<file path="config.mk">
export PLATFORM = sky130hd
export DESIGN_NAME = i2c_dac_code_writer_top
export DESIGN_NICKNAME = d
export VERILOG_FILES = /design/src/hw/rtl/icdw_pkg.sv /design/src/hw/rtl/icdw_fifo.sv /design/src/hw/rtl/icdw_front.sv /design/src/hw/rtl/icdw_back.sv /design/src/hw/rtl/i2c_dac_code_writer_top.sv
export SDC_FILE = /design/constraint.sdc
export NUM_CORES = 1
export LEC_CHECK = 0
export BUFFER_PORTS_ARGS = -buffer_cell sky130_fd_sc_hd__buf_2
export CORE_ASPECT_RATIO = 1.4
export CORE_MARGIN = 5
export CORE_UTILIZATION = 60
export CTS_CLUSTER_DIAMETER = 120
export DETAILED_ROUTE_END_ITERATION = 6
export GPL_ROUTABILITY_DRIVEN = 0
export PLACE_DENSITY = 0.79
export REMOVE_ABC_BUFFERS = 1
export SYNTH_ARGS = -nofsm -noshare
export SYNTH_HDL_FRONTEND = slang
export SYNTH_SLANG_ARGS = --single-unit
</file>
<file path="constraint.sdc">
create_clock -name clock -period 5.31 [get_ports clock]
set_input_delay 0.2655 -clock clock [delete_from_list [all_inputs] [get_ports clock]]
set_output_delay 0.2655 -clock clock [all_outputs]
set_load 0.02 [all_outputs]
</file>
<file path="src/hw/rtl/icdw_pkg.sv">
// Shared types and constants for the I2C converter-code writer.
// Used by every module of the block but the queue; depends on nothing.
`timescale 1ns / 1ps

package icdw_pkg;

   // Configuration register indexes and their reset values.
   localparam int CSR_INDEX_W = 2;
   localparam logic [CSR_INDEX_W-1:0] CSR_DEV_ADDR    = 2'd0;
   localparam logic [CSR_INDEX_W-1:0] CSR_PHASE_TICKS = 2'd1;
   localparam logic [7:0] DEV_ADDR_RESET    = 8'h98;
   localparam logic [7:0] PHASE_TICKS_RESET = 8'h12;

   // Queue depths used as defaults by the top level.
   localparam int MID_DEPTH_DEFAULT = 2;
   localparam int RSP_DEPTH_DEFAULT = 2;

   // Byte slot layout: eight bits of two phases each, then the two ack phases.
   localparam logic [4:0] SLOT_LAST = 5'd17;
   localparam logic [1:0] BYTE_LAST = 2'd2;
   localparam logic [7:0] LOW_BYTE_MASK = 8'hfc;

   typedef struct packed {
      logic [7:0] phase_ticks;
      logic [7:0] dev_addr;
   } cfg_type;

   // A request after decoding, as it waits between front and back.
   typedef struct packed {
      logic       is_write;
      logic [7:0] code_hi_byte;
      logic [7:0] code_lo_byte;
      logic       sda_level;
   } item_type;

   typedef struct packed {
      logic       scl_out;
      logic       sda_out;
      logic       busy_res;
      logic       done_res;
      logic [2:0] nack_mask;
      logic       rejected;
   } result_type;

endpackage

</file>
<file path="src/hw/rtl/icdw_fifo.sv">
// Small synchronous queue with push/full and pop/empty handshakes.
// Generic; no package dependency.
`timescale 1ns / 1ps

module icdw_fifo #(
   parameter int WIDTH = 8,
   parameter int DEPTH = 2
) (
   input  logic             clock,
   input  logic             reset,
   input  logic             push,
   input  logic [WIDTH-1:0] push_data,
   output logic             full,
   input  logic             pop,
   output logic [WIDTH-1:0] pop_data,
   output logic             empty
);

   localparam int PTR_W = (DEPTH > 1) ? $clog2(DEPTH) : 1;
   localparam int CNT_W = $clog2(DEPTH + 1);

   logic [WIDTH-1:0] mem_ff [DEPTH];
   logic [PTR_W-1:0] wr_ptr_ff, wr_ptr_in;
   logic [PTR_W-1:0] rd_ptr_ff, rd_ptr_in;
   logic [CNT_W-1:0] count_ff, count_in;
   logic             do_push, do_pop;

   assign full     = (count_ff == CNT_W'(DEPTH));
   assign empty    = (count_ff == '0);
   assign do_push  = push && !full;
   assign do_pop   = pop && !empty;
   assign pop_data = mem_ff[rd_ptr_ff];

   always_comb begin
      wr_ptr_in = wr_ptr_ff;
      rd_ptr_in = rd_ptr_ff;
      count_in  = count_ff;
      if (do_push) begin
         wr_ptr_in = (wr_ptr_ff == PTR_W'(DEPTH - 1)) ? '0 : wr_ptr_ff + 1'b1;
      end
      if (do_pop) begin
         rd_ptr_in = (rd_ptr_ff == PTR_W'(DEPTH - 1)) ? '0 : rd_ptr_ff + 1'b1;
      end
      if (do_push && !do_pop) begin
         count_in = count_ff + 1'b1;
      end else if (do_pop && !do_push) begin
         count_in = count_ff - 1'b1;
      end
   end

   always_ff @(posedge clock) begin
      if (reset) begin
         wr_ptr_ff <= '0;
         rd_ptr_ff <= '0;
         count_ff  <= '0;
      end else begin
         wr_ptr_ff <= wr_ptr_in;
         rd_ptr_ff <= rd_ptr_in;
         count_ff  <= count_in;
      end
   end

   always_ff @(posedge clock) begin
      if (do_push) begin
         mem_ff[wr_ptr_ff] <= push_data;
      end
   end

endmodule

</file>
<file path="src/hw/rtl/icdw_front.sv">
// Front decode: sorts a request into tick or write and splits the code into bytes.
// Depends on icdw_pkg.
`timescale 1ns / 1ps

module icdw_front (
   input  logic             req_command,
   input  logic [9:0]       req_dac_code,
   input  logic             req_sda_level,
   output icdw_pkg::item_type item
);
   import icdw_pkg::*;

   always_comb begin
      item.is_write     = req_command;
      // Second byte carries the top four code bits, third the low six shifted up.
      item.code_hi_byte = {4'b0000, req_dac_code[9:6]};
      item.code_lo_byte = {req_dac_code[5:0], 2'b00} & LOW_BYTE_MASK;
      item.sda_level    = req_sda_level;
   end

endmodule

</file>
<file path="src/hw/rtl/icdw_back.sv">
// Frame engine: runs the bus phases of bus-free, start, three bytes with acks, and stop.
// Depends on icdw_pkg; takes decoded requests and produces one result each.
`timescale 1ns / 1ps

module icdw_back (
   input  logic                 clock,
   input  logic                 reset,
   input  icdw_pkg::cfg_type    cfg,
   input  logic                 step,
   input  icdw_pkg::item_type   item,
   output icdw_pkg::result_type result
);
   import icdw_pkg::*;

   typedef enum logic [6:0] {
      ST_IDLE     = 7'b0000001,
      ST_BUSFREE  = 7'b0000010,
      ST_START    = 7'b0000100,
      ST_BIT      = 7'b0001000,
      ST_STOP_LOW = 7'b0010000,
      ST_STOP_SCL = 7'b0100000,
      ST_STOP_REL = 7'b1000000
   } state_type;

   state_type  state_ff, state_in;
   logic [7:0] timer_ff, timer_in;
   logic [1:0] byte_idx_ff, byte_idx_in;
   logic [4:0] slot_ff, slot_in;
   logic [7:0] shift_ff, shift_in;
   logic [2:0] ack_ff, ack_in;
   logic [7:0] hi_byte_ff, hi_byte_in;
   logic [7:0] lo_byte_ff, lo_byte_in;
   logic [8:0] tick_sum;
   logic [7:0] limit;
   logic       phase_end;
   logic       done, rej;
   logic [1:0] levels;

   always_comb begin
      state_in    = state_ff;
      timer_in    = timer_ff;
      byte_idx_in = byte_idx_ff;
      slot_in     = slot_ff;
      shift_in    = shift_ff;
      ack_in      = ack_ff;
      hi_byte_in  = hi_byte_ff;
      lo_byte_in  = lo_byte_ff;
      done        = 1'b0;
      rej         = 1'b0;
      tick_sum    = {1'b0, timer_ff} + 9'd1;
      limit       = (cfg.phase_ticks == 8'd0) ? 8'd1 : cfg.phase_ticks;
      phase_end   = (tick_sum >= {1'b0, limit});

      if (item.is_write) begin
         if (state_ff != ST_IDLE) begin
            rej = 1'b1;
         end else begin
            hi_byte_in  = item.code_hi_byte;
            lo_byte_in  = item.code_lo_byte;
            ack_in      = 3'b000;
            timer_in    = 8'd0;
            shift_in    = 8'd0;
            byte_idx_in = 2'd0;
            slot_in     = 5'd0;
            state_in    = ST_BUSFREE;
         end
      end else if (state_ff != ST_IDLE) begin
         if (phase_end) begin
            timer_in = 8'd0;
            unique case (state_ff)
               ST_IDLE: begin
               end
               ST_BUSFREE: begin
                  state_in = ST_START;
               end
               ST_START: begin
                  state_in    = ST_BIT;
                  byte_idx_in = 2'd0;
                  slot_in     = 5'd0;
                  shift_in    = cfg.dev_addr;
               end
               ST_BIT: begin
                  // The data bit moves on after its SCL-high phase.
                  if (!slot_ff[4] && slot_ff[0]) begin
                     shift_in = {shift_ff[6:0], 1'b0};
                  end
                  if (slot_ff == SLOT_LAST) begin
                     if (item.sda_level) begin
                        ack_in = ack_ff | (3'b001 << byte_idx_ff);
                     end
                     if (byte_idx_ff == BYTE_LAST) begin
                        state_in = ST_STOP_LOW;
                     end else begin
                        byte_idx_in = byte_idx_ff + 2'd1;
                        slot_in     = 5'd0;
                        shift_in    = (byte_idx_ff == 2'd0) ? hi_byte_ff : lo_byte_ff;
                     end
                  end else begin
                     slot_in = slot_ff + 5'd1;
                  end
               end
               ST_STOP_LOW: begin
                  state_in = ST_STOP_SCL;
               end
               ST_STOP_SCL: begin
                  state_in = ST_STOP_REL;
               end
               ST_STOP_REL: begin
                  state_in = ST_IDLE;
                  done     = 1'b1;
               end
               default: begin
                  state_in = ST_IDLE;
               end
            endcase
         end else begin
            timer_in = tick_sum[7:0];
         end
      end

      // Line levels follow the phase reached by this request; {SCL, SDA}.
      unique case (state_in)
         ST_IDLE, ST_BUSFREE, ST_STOP_REL: levels = 2'b11;
         ST_START, ST_STOP_SCL:            levels = 2'b10;
         ST_STOP_LOW:                      levels = 2'b00;
         ST_BIT: levels = {slot_in[0], slot_in[4] ? 1'b1 : shift_in[7]};
         default:                          levels = 2'b11;
      endcase

      result.scl_out   = levels[1];
      result.sda_out   = levels[0];
      result.busy_res  = (state_in != ST_IDLE);
      result.done_res  = done;
      result.nack_mask = ack_in;
      result.rejected  = rej;
   end

   always_ff @(posedge clock) begin
      if (reset) begin
         state_ff    <= ST_IDLE;
         timer_ff    <= 8'd0;
         byte_idx_ff <= 2'd0;
         slot_ff     <= 5'd0;
         ack_ff      <= 3'b000;
      end else if (step) begin
         state_ff    <= state_in;
         timer_ff    <= timer_in;
         byte_idx_ff <= byte_idx_in;
         slot_ff     <= slot_in;
         ack_ff      <= ack_in;
      end
   end

   always_ff @(posedge clock) begin
      if (step) begin
         shift_ff   <= shift_in;
         hi_byte_ff <= hi_byte_in;
         lo_byte_ff <= lo_byte_in;
      end
   end

endmodule

</file>
<file path="src/hw/rtl/i2c_dac_code_writer_top.sv">
// Top level of the I2C converter-code writer: config registers, front decode,
// request queue, frame engine and result queue. Depends on icdw_pkg and all icdw_ modules.
//
//   Channel   Handshake          Payload
//   request   push / full        req_command, req_dac_code, req_sda_level
//   result    pop / empty        rsp_scl_out, rsp_sda_out, rsp_busy_res,
//                                rsp_done_res, rsp_nack_mask, rsp_rejected
//   config    csr_we             csr_index, csr_wdata
//
// The block takes one request per clock while full is low and returns one
// result per request. A request waits in the request queue until the frame engine
// processes it; the result is registered in the result queue, whose head drives the ports.
// The single frame engine step (one timer add and compare per request) sets the rate.
// Reset is synchronous and active high; it empties both queues and puts the
// engine and the config registers to their reset values.
// A held-off pop fills the result queue, the engine then stops, and full rises
// once the request queue is also full; each side stalls on its own.
`timescale 1ns / 1ps

module i2c_dac_code_writer_top #(
   parameter int MID_DEPTH = icdw_pkg::MID_DEPTH_DEFAULT,
   parameter int RSP_DEPTH = icdw_pkg::RSP_DEPTH_DEFAULT
) (
   input  logic                             clock,
   input  logic                             reset,
   input  logic                             push,
   output logic                             full,
   input  logic                             req_command,
   input  logic [9:0]                       req_dac_code,
   input  logic                             req_sda_level,
   output logic                             empty,
   input  logic                             pop,
   output logic                             rsp_scl_out,
   output logic                             rsp_sda_out,
   output logic                             rsp_busy_res,
   output logic                             rsp_done_res,
   output logic [2:0]                       rsp_nack_mask,
   output logic                             rsp_rejected,
   input  logic                             csr_we,
   input  logic [icdw_pkg::CSR_INDEX_W-1:0] csr_index,
   input  logic [7:0]                       csr_wdata
);
   import icdw_pkg::*;

   localparam int ITEM_W   = $bits(item_type);
   localparam int RESULT_W = $bits(result_type);

   logic [7:0] dev_addr_ff, dev_addr_in;
   logic [7:0] phase_ticks_ff, phase_ticks_in;
   cfg_type    cfg;
   item_type   front_item;
   item_type   mid_item;
   logic       mid_empty;
   logic       rsp_full;
   logic       step;
   result_type back_result;
   result_type rsp_result;

   // Config registers: the user writes only while no request is in flight; not enforced.
   always_comb begin
      dev_addr_in    = dev_addr_ff;
      phase_ticks_in = phase_ticks_ff;
      if (csr_we) begin
         if (csr_index == CSR_DEV_ADDR) begin
            dev_addr_in = csr_wdata;
         end else if (csr_index == CSR_PHASE_TICKS) begin
            phase_ticks_in = csr_wdata;
         end
      end
   end

   always_ff @(posedge clock) begin
      if (reset) begin
         dev_addr_ff    <= DEV_ADDR_RESET;
         phase_ticks_ff <= PHASE_TICKS_RESET;
      end else begin
         dev_addr_ff    <= dev_addr_in;
         phase_ticks_ff <= phase_ticks_in;
      end
   end

   assign cfg.dev_addr    = dev_addr_ff;
   assign cfg.phase_ticks = phase_ticks_ff;

   icdw_front u_front (
      .req_command   (req_command),
      .req_dac_code  (req_dac_code),
      .req_sda_level (req_sda_level),
      .item          (front_item)
   );

   icdw_fifo #(
      .WIDTH (ITEM_W),
      .DEPTH (MID_DEPTH)
   ) u_mid_fifo (
      .clock     (clock),
      .reset     (reset),
      .push      (push),
      .push_data (front_item),
      .full      (full),
      .pop       (step),
      .pop_data  (mid_item),
      .empty     (mid_empty)
   );

   // The engine advances only when a request waits and its result has room.
   assign step = !mid_empty && !rsp_full;

   icdw_back u_back (
      .clock  (clock),
      .reset  (reset),
      .cfg    (cfg),
      .step   (step),
      .item   (mid_item),
      .result (back_result)
   );

   icdw_fifo #(
      .WIDTH (RESULT_W),
      .DEPTH (RSP_DEPTH)
   ) u_rsp_fifo (
      .clock     (clock),
      .reset     (reset),
      .push      (step),
      .push_data (back_result),
      .full      (rsp_full),
      .pop       (pop),
      .pop_data  (rsp_result),
      .empty     (empty)
   );

   assign rsp_scl_out   = rsp_result.scl_out;
   assign rsp_sda_out   = rsp_result.sda_out;
   assign rsp_busy_res  = rsp_result.busy_res;
   assign rsp_done_res  = rsp_result.done_res;
   assign rsp_nack_mask = rsp_result.nack_mask;
   assign rsp_rejected  = rsp_result.rejected;

   // A finished frame is never reported as still busy.
   a_done_not_busy: assert property (@(posedge clock) disable iff (reset)
      (!empty && rsp_done_res) |-> !rsp_busy_res)
      else $error("done result reported while busy");

   // A dropped write can only happen during a frame.
   a_reject_busy: assert property (@(posedge clock) disable iff (reset)
      (!empty && rsp_rejected) |-> rsp_busy_res)
      else $error("write rejected while idle");

   // A stalled engine keeps its pending request in place.
   a_engine_stall: assert property (@(posedge clock) disable iff (reset)
      (!mid_empty && rsp_full) |=> !mid_empty)
      else $error("request lost while the result queue was full");

   // Reset leaves both queues empty.
   a_reset_empty: assert property (@(posedge clock)
      reset |=> (empty && !full))
      else $error("queues not empty after reset");

endmodule

</file>
==> results.py <==
metrics = {
    "clock_tree": {
        "cts_setup_buffers": 0,
        "cts_resized": 0,
        "cts_buffer_depth": 2,
        "cts_hold_buf": 0,
        "htreeDepth": 3,
        "clkSlewWorstSetupHoldPaths_ps": 70,
        "cts_buffers": 9,
        "clock_sinks": 109,
        "clk_latency_ps": 340,
        "tritoncts": "yes",
        "cts_root_buf": "clkbuf_16",
    },
    "layout": {
        "drive_above_1_share_pct": 18.5,
        "fill_cells": 643,
        "area_growth_syn_to_layout_pct": 10.4,
        "final_util_pct": 67.8,
        "antennaDiodeCount": 0,
        "nets": 547,
        "final_area_mm2": 0.00583,
        "layout_common_cells": "60 x nor2_1, 58 x edfxtp_1, 51 x dfxtp_1, 36 x buf_2, 25 x mux2_2",
        "layout_commonest_cell": "nor2_1",
    },
    "worst_setup_path": {
        "endpoint_kind": "flop",
        "path_max_fanout": 7,
        "worst_ep_required_time_ps": 5330,
        "startpoint_type": "flop",
        "path_class": "flop to flop",
        "arrival_ps": 3630,
    },
    "global_route": {
        "antenna_found_initial": 0,
        "gr-max-usage-layer": "met2",
        "grt.met2_usage_pct": 32.3,
        "grt_overflow_total": 0,
        "grt_pass1_wl_mm": 16.0,
        "grtUsageMet3_pct": 3.60,
        "grtUsageTotal_pct": 19.0,
        "grt_util_met1_pct": 23.0,
        "grt_max_degree": 52,
        "grt_pass1_vias": 3515,
    },
    "synthesis": {
        "yosysTopAreaCell": "edfxtp_1",
        "ys_types": 67,
        "synth_top_area_share_pct": 33.0,
        "ys.flop_type": "edfxtp_1",
        "async_flop_share_pct": 0,
        "syn-cell-area_mm2": 0.00528,
        "synth_area_leaders": "edfxtp_1 33%, dfxtp_1 19%, mux2_2 5.3%",
        "yosysWarnings": 0,
        "synth_seq_cells": 109,
        "syn_avg_cell_area_um2": 11.1,
        "ys_seq_area_share_pct": 52.3,
        "synthesis.instances": 477,
        "synth_enable_flop_cells": 58,
    },
    "floorplanning": {
        "core_mm2": 0.00861,
        "die_h_um": 121,
        "rows": 40,
        "initial_utilization_pct": 61.4,
        "die_x_um": 89.3,
        "dieArea_mm2": 0.0108,
        "io_pins": 37,
    },
    "run": {
        "max-cap-violations": 0,
    },
    "power": {
        "finalPower_mw": 2.75,
        "vdd_drop_max_uv": 420,
        "p_leak_nw": 2.18,
        "p_per_area_mw_per_mm2": 472,
    },
    "timing": {
        "fmax_mhz": 277,
        "post-route-period-util_pct": 68.0,
        "rsz0062_at_grt": "no",
        "fin_tns_setup_ps": 0,
        "finalWorstSetupSlack_ps": 1700,
        "tightestPinTransition_ps": 904,
        "finalSetupViolCount": 0,
        "slew_violations": 0,
        "finClkSkew_ps": 7.44,
        "relSlewSlack_pct": 38.0,
        "fin_crit_ps": 3610,
        "finalHoldViolCount": 0,
    },
    "placement": {
        "numPortBuffers": 36,
        "place_ws_ps": 1740,
        "dp_hpwl_mm": 7.01,
        "place_area_mm2": 0.00549,
    },
    "min_path": {
        "hp-class": "primary input to flop",
    },
    "outcome": {
        "status": "complete, no violations",
    },
    "drt": {
        "antenna_left": 0,
        "drc": 0,
        "viasPerCell": 5.97,
        "drt_iter0_drc": 271,
        "routedWlPerCell_um": 15.8,
        "first_pass_iters": 4,
        "dr_total_vias": 3653,
        "wl_mm": 9.68,
    },
}
[stage by stage]
step           std cells  hold slack (ps)
3_3_place_gp         596              452
2_1_floorplan        453              335
4_1_cts              612             96.7
6_report             612              107
5_1_grt              612             93.8
3_5_place_dp         596              456
[per-layer routing]
metal  vias to the layer above  part of all wire (%)
met2                        87                    53
met3                        19                   3.4
met1                      1748                    42
li1                       1799                     -
met4                         0                   2.2
met5                         -                     0
[power breakdown]
group	switching [mW]	internal, mW	total, mW
clock	0.293	0.464	0.757
combinational	0.471	0.316	0.787
sequential	0.115	1.09	1.21
[worst paths after layout]
kind                              startpoint                                 end  slack [ps]  cells past startpoint
min                          req_dac_code[9]  u_mid_fifo.mem_ff[0][10]$_DFFE_PP_         110                      1
min reg2reg   u_back.slot_ff[1]$_SDFFE_PP0P_      u_back.slot_ff[1]$_SDFFE_PP0P_         490                      2
max          u_back.timer_ff[0]$_SDFFE_PP0P_   u_rsp_fifo.mem_ff[1][7]$_DFFE_PP_        1700                     12
max reg2reg  u_back.timer_ff[0]$_SDFFE_PP0P_   u_rsp_fifo.mem_ff[1][7]$_DFFE_PP_        1700                     12
[cell families after synthesis]
logic type               synth area share [%]
AND/OR/NAND/NOR                          15.4
flip-flops                               52.3
AO/OA/AOI/OAI                            12.1
multiplexers                             9.69
buffers and inverters                    3.55
adder cells (fa/ha/maj)                  4.26
XOR/XNOR                                 2.65
[synth_stat cells (3+ instances only)]
cell type and n:
nand2b_1 5, or4_1 3, nor3b_1 3, edfxtp_1 58
a22oi_1 10, o21ai_0 13, buf_1 3, nand2_1 24
a32oi_1 3, a211oi_1 3, and3_1 3, o311ai_1 3
a21oi_1 15, nand3b_1 3, nand3_1 16, xnor2_1 6
xor2_1 10, o211ai_1 5, mux2_2 25, or2_1 3
and2_1 3, a22o_1 4, dfxtp_1 51, nor3_1 4
a31oi_1 3, nand4_1 3, nor2b_1 6, nor2_1 60
mux2i_1 23, ha_1 18, a21o_1 4, inv_1 19
or3_1 6, buf_2 3, o21ai_2 3, clkbuf_1 14
a211o_1 4
[registers in the layout, indices dropped and copies added, names as in the netlist, named ones only]
signal / flops
u_mid_fifo.mem_ff: 24
u_rsp_fifo.mem_ff: 16
dev_addr_ff: 8
phase_ticks_ff: 8
u_back.shift_ff: 8
u_back.timer_ff: 8
u_back.state_ff: 7
u_back.lo_byte_ff: 6
u_back.slot_ff: 5
u_back.hi_byte_ff: 4
u_back.ack_ff: 3
u_back.byte_idx_ff: 2
u_mid_fifo.count_ff: 2
u_rsp_fifo.count_ff: 2
u_mid_fifo.rd_ptr_ff: 1
u_mid_fifo.wr_ptr_ff: 1
u_rsp_fifo.rd_ptr_ff: 1
u_rsp_fifo.wr_ptr_ff: 1
[worst max-delay path, cell delays in order (launching register included)]
cell	delay, ps
dfxtp_1	410
ha_1	210
nand3_1	180
nor2_1	170
xor2_1	100
ha_1	310
and3_1	210
nand3_1	120
or2_1	350
a21oi_2	320
mux2_2	380
o32ai_2	290
o2111ai_1	230
[area by class of cell]
cell class	instances	area (um^2)	share of cell area (%)
sequential	109	2760	47.4
multi-input combinational	325	2330	40.0
clock buffer	11	233	3.99
timing repair buffer	38	195	3.35
tap	105	131	2.25
clock inverter	5	108	1.84
inverter	19	71.3	1.22
(Power assumes the default switching activity.)
